**config.mk**
```make
export PLATFORM = sky130hd
export DESIGN_NAME = spq_cell
export DESIGN_NICKNAME = d
export VERILOG_FILES = /design/src/sv/spq_pkg.sv /design/src/sv/spq_cell.sv
export SDC_FILE = /design/constraint.sdc
export NUM_CORES = 1
export LEC_CHECK = 0
export BUFFER_PORTS_ARGS = -buffer_cell sky130_fd_sc_hd__buf_2
export CAP_MARGIN = 20
export CORE_UTILIZATION = 42
export CTS_CLUSTER_DIAMETER = 120
export DETAILED_ROUTE_END_ITERATION = 7
export PLACE_DENSITY_LB_ADDON = 0.25
export SLEW_MARGIN = 20
export SYNTH_ARGS = -nofsm -noshare
export SYNTH_HDL_FRONTEND = slang
export SYNTH_SLANG_ARGS = --single-unit
export TNS_END_PERCENT = 20
```
**constraint.sdc**
```tcl
create_clock -name clk -period 4.41 [get_ports clk]
set_clock_uncertainty 0.05 [all_clocks]
set_input_delay 0.441 -clock clk [delete_from_list [all_inputs] [get_ports clk]]
set_output_delay 0.441 -clock clk [all_outputs]
set_load 0.01 [all_outputs]
```
**src/sv/spq_pkg.sv**
```systemverilog
package spq_pkg;

  // queue geometry
  localparam int DEPTH      = 64;
  localparam int TAG_WIDTH  = 16;
  localparam int PRIO_WIDTH = 16;
  localparam int CNT_W      = $clog2(DEPTH + 1);

  // port field widths
  localparam int OP_W     = 2;
  localparam int TAG_W    = 16;
  localparam int PRIO_W   = 16;
  localparam int STATUS_W = 2;
  localparam int OCC_W    = 7;

  // request opcodes
  localparam logic [OP_W-1:0] OP_INSERT = 2'd0;
  localparam logic [OP_W-1:0] OP_SERVE  = 2'd1;
  localparam logic [OP_W-1:0] OP_CLEAR  = 2'd2;

  // result status codes
  localparam logic [STATUS_W-1:0] ST_OK    = 2'd0;
  localparam logic [STATUS_W-1:0] ST_EMPTY = 2'd1;
  localparam logic [STATUS_W-1:0] ST_FULL  = 2'd2;

  // one queue slot
  typedef struct packed {
    logic                  valid;
    logic [TAG_WIDTH-1:0]  tag;
    logic [PRIO_WIDTH-1:0] prio;
  } entry_t;

  // operation broadcast to every cell
  typedef struct packed {
    logic ins;
    logic srv;
    logic clr;
  } cell_cmd_t;

endpackage

```
**src/sv/spq_cell.sv**
```systemverilog
module spq_cell (
  input  logic                           clk,
  input  logic                           rst,
  input  spq_pkg::cell_cmd_t             cmd,
  input  logic [spq_pkg::TAG_WIDTH-1:0]  new_tag,
  input  logic [spq_pkg::PRIO_WIDTH-1:0] new_prio,
  input  spq_pkg::entry_t                prev_ent,
  input  logic                           prev_keep,
  input  spq_pkg::entry_t                next_ent,
  output spq_pkg::entry_t                ent,
  output logic                           keep
);

  spq_pkg::entry_t ent_next;

  // entry stays ahead of a new one of equal or lower priority
  assign keep = ent.valid && (ent.prio >= new_prio);

  // clear: drop the valid bit; insert: keep, take the new entry, or take the neighbor's; serve: shift forward
  always_comb begin
    ent_next = ent;
    priority if (cmd.clr) begin
      ent_next.valid = 1'b0;
    end else if (cmd.ins) begin
      if (!keep) begin
        if (prev_keep) begin
          ent_next.valid = 1'b1;
          ent_next.tag   = new_tag;
          ent_next.prio  = new_prio;
        end else begin
          ent_next = prev_ent;
        end
      end
    end else if (cmd.srv) begin
      ent_next = next_ent;
    end
  end

  // only the valid bit is cleared by reset
  always_ff @(posedge clk) begin
    if (rst) begin
      ent.valid <= 1'b0;
    end else begin
      ent <= ent_next;
    end
  end

endmodule

```
==> flow_summary.json <==
{
  "crit_slowest_cell": "a31oi_4",
  "fp-row-count": 25,
  "cp.required_ns": 4.33,
  "synth_top_area_frac": 0.457,
  "grt_max_degree": 49,
  "status": "complete, no violations",
  "vias": 1937,
  "largest_reg_flops": 33,
  "wl_per_cell_um": 12.5,
  "synth_fp_nets": 323,
  "worst_slack_ns": 1.49,
  "area_delta_synth_final_pct": 39.8,
  "cts_tree": "built",
  "crit_family": "compound AO/OA/AOI/OAI gates",
  "clockBufferDepth": 2,
  "path_max_fanout": 19,
  "dp_hpwl_um": 3990,
  "ys_seq_area_frac": 0.467,
  "final_max_slew_viol_count": 0,
  "tightest_slew_ns": 0.966,
  "drt_pass1_iterations": 4,
  "final_common_cell": "buf_2",
  "post_cts_resized": 0,
  "drt_drc_violations_left": 0,
  "place_inst": 398,
  "layout.nets": 458,
  "layout_common_cells": "137 x buf_2, 37 x nor2_1, 34 x a21oi_1, 32 x mux2i_1, 32 x edfxtp_1",
  "synth-warning-count": 0,
  "ios": 138,
  "ys_top_cells_by_area": "edfxtp_1 46%, mux2i_1 15%, ha_1 9.5%",
  "hp-class": "in2reg",
  "cts_made_buffers": 5,
  "hold_slack_ns": 0.429,
  "syn_area_per_cell_um2": 10.4,
  "period_share": 0.662,
  "setup_tns_ns": 0,
  "clk_latency_ns": 0.28,
  "critPathCaptureType": "flop",
  "rsz0062_at_grt": "no",
  "grt_pass1_vias": 1925,
  "finalWirelength_um": 5060,
  "synth_cells": 203,
  "drive_above_1_share": 0.440,
  "postCtsHoldBufs": 0,
  "p_per_area_nw_per_um2": 257,
  "clkTransAtPathRegs_ns": 0.07,
  "ir_drop_mv": 0.185,
  "portBuffers": 137,
  "top_regs": "ent x33",
  "regMostFlops": "ent",
  "cap_violations": 0,
  "fmax_mhz": 343,
  "start_util": 0.442,
  "synth_area_um2": 2100,
  "fin_cells": 406,
  "cp.arrival_ns": 2.84,
  "worstPathCellList": "ha_1, a21o_1, a21o_1, a2111oi_4, o21ai_2, a31oi_4, buf_4",
  "max_stage_delay_ns": 0.61,
  "synth_cell_types": 26,
  "htree_levels": 2,
  "core-area_um2": 4750,
  "start_kind": "flop",
  "total_power_uw": 756,
  "antenna_found_initial": 0,
  "viasPerCell": 4.77,
  "cts.sinks": 33,
  "antenna_left": 0,
  "setup_viol": 0,
  "drtIter0Drc": 58,
  "worstSetupPathType": "reg2reg",
  "gp_congestion": 0.750,
  "num_antenna_cells": 0,
  "grt_pass1_wl_um": 8240,
  "grtUsageTotal": 0.202,
  "post_cts_buffers": 0,
  "die_y_um": 72.7,
  "ys_ff_latch": 33,
  "place_ws_ns": 1.26,
  "grt-ovfl-total": 0,
  "root_buffer": "clkbuf_8",
  "cellLeakagePower_nw": 1.48,
  "hold_violations": 0,
  "crit_buf_inv": 1,
  "relSlewSlack": 0.356,
  "dieWidth_um": 72.7,
  "cpMostUsedCell": "a21o_1",
  "synth.largest_area_cell": "edfxtp_1",
  "fin_crit_ns": 2.92,
  "dieArea_um2": 5290
}
[metal layers]
layer,up-vias,track usage,share of wire
li1,1007,-,-
met1,855,0.219,0.41
met2,73,0.384,0.52
met3,2,0.0594,0.064
met4,0,0.0479,0.0049
met5,-,0,0
[tightest hold or removal path: cells and delay by family]
family | cells | cell delay, ns
AND/OR/NAND/NOR | 2 | 0.10
AO/OA/AOI/OAI | 1 | 0.10
buffers and inverters | 1 | 0.08
[cell usage after synthesis (all sizes together)]
cell type	number
a31oi	1
mux2	1
buf	4
o21a	3
nor2	37
dfxtp	1
inv	16
o21ai	4
mux2i	32
edfxtp	32
nand2b	1
o2111ai	1
ha	16
a211oi	1
and2	1
a21o	3
o221a	1
a21oi	34
clkbuf	7
a2111oi	2
nand4	1
nand2	2
nor3	2
[stage by stage]
| stage | util | instance area [um^2] |
|---|---|---|
| floorplan | - | 2100 |
| global placement | 0.601 | 2860 |
| detailed placement | 0.601 | 2860 |
| CTS | 0.618 | 2940 |
| global route | 0.618 | 2940 |
| finish | 0.618 | 2940 |
[final timing paths]
| path | depth (start not counted) | end | slack (ns) | from |
|---|---|---|---|---|
| worst max-delay path | 7 | ent[18]$_DFFE_PP_ | 1.49 | ent[13]$_DFFE_PP_ |
| worst min-delay path | 4 | ent[32]$_SDFFE_PP0P_ | 0.43 | prev_ent[32] |
| worst max register to register | 7 | ent[18]$_DFFE_PP_ | 1.49 | ent[13]$_DFFE_PP_ |
| worst min register to register | 2 | ent[32]$_SDFFE_PP0P_ | 0.69 | ent[32]$_SDFFE_PP0P_ |
[final cells by class]
class / count / area, um^2
clock inverters: 3 / 12.5
inverters: 16 / 60.1
well taps: 67 / 83.8
fillers: 442 / 1820
flip-flops and latches: 33 / 981
repair buffers: 139 / 701
multi-input cells: 143 / 1030
clock buffers: 5 / 68.8
[kinds of logic (layout without fill, tap and decap cells)]
logic type | count (synthesis) | in the layout | synth area share
and+or+nand+nor | 44 | 44 | 0.0833
DFF | 33 | 33 | 0.467
muxes | 33 | 33 | 0.158
buffers and inverters | 27 | 163 | 0.0500
AOI/OAI and AO/OA | 50 | 50 | 0.147
adders and majority gates | 16 | 16 | 0.0952
[power by group]
part,total [mW],internal [mW],switching [mW]
Clock,0.215,0.106,0.109
Combinational,0.170,0.0855,0.0844
Sequential,0.371,0.365,0.00615
Total,0.756,0.557,0.199
Note: power is estimated with default switching activity, not from simulation.
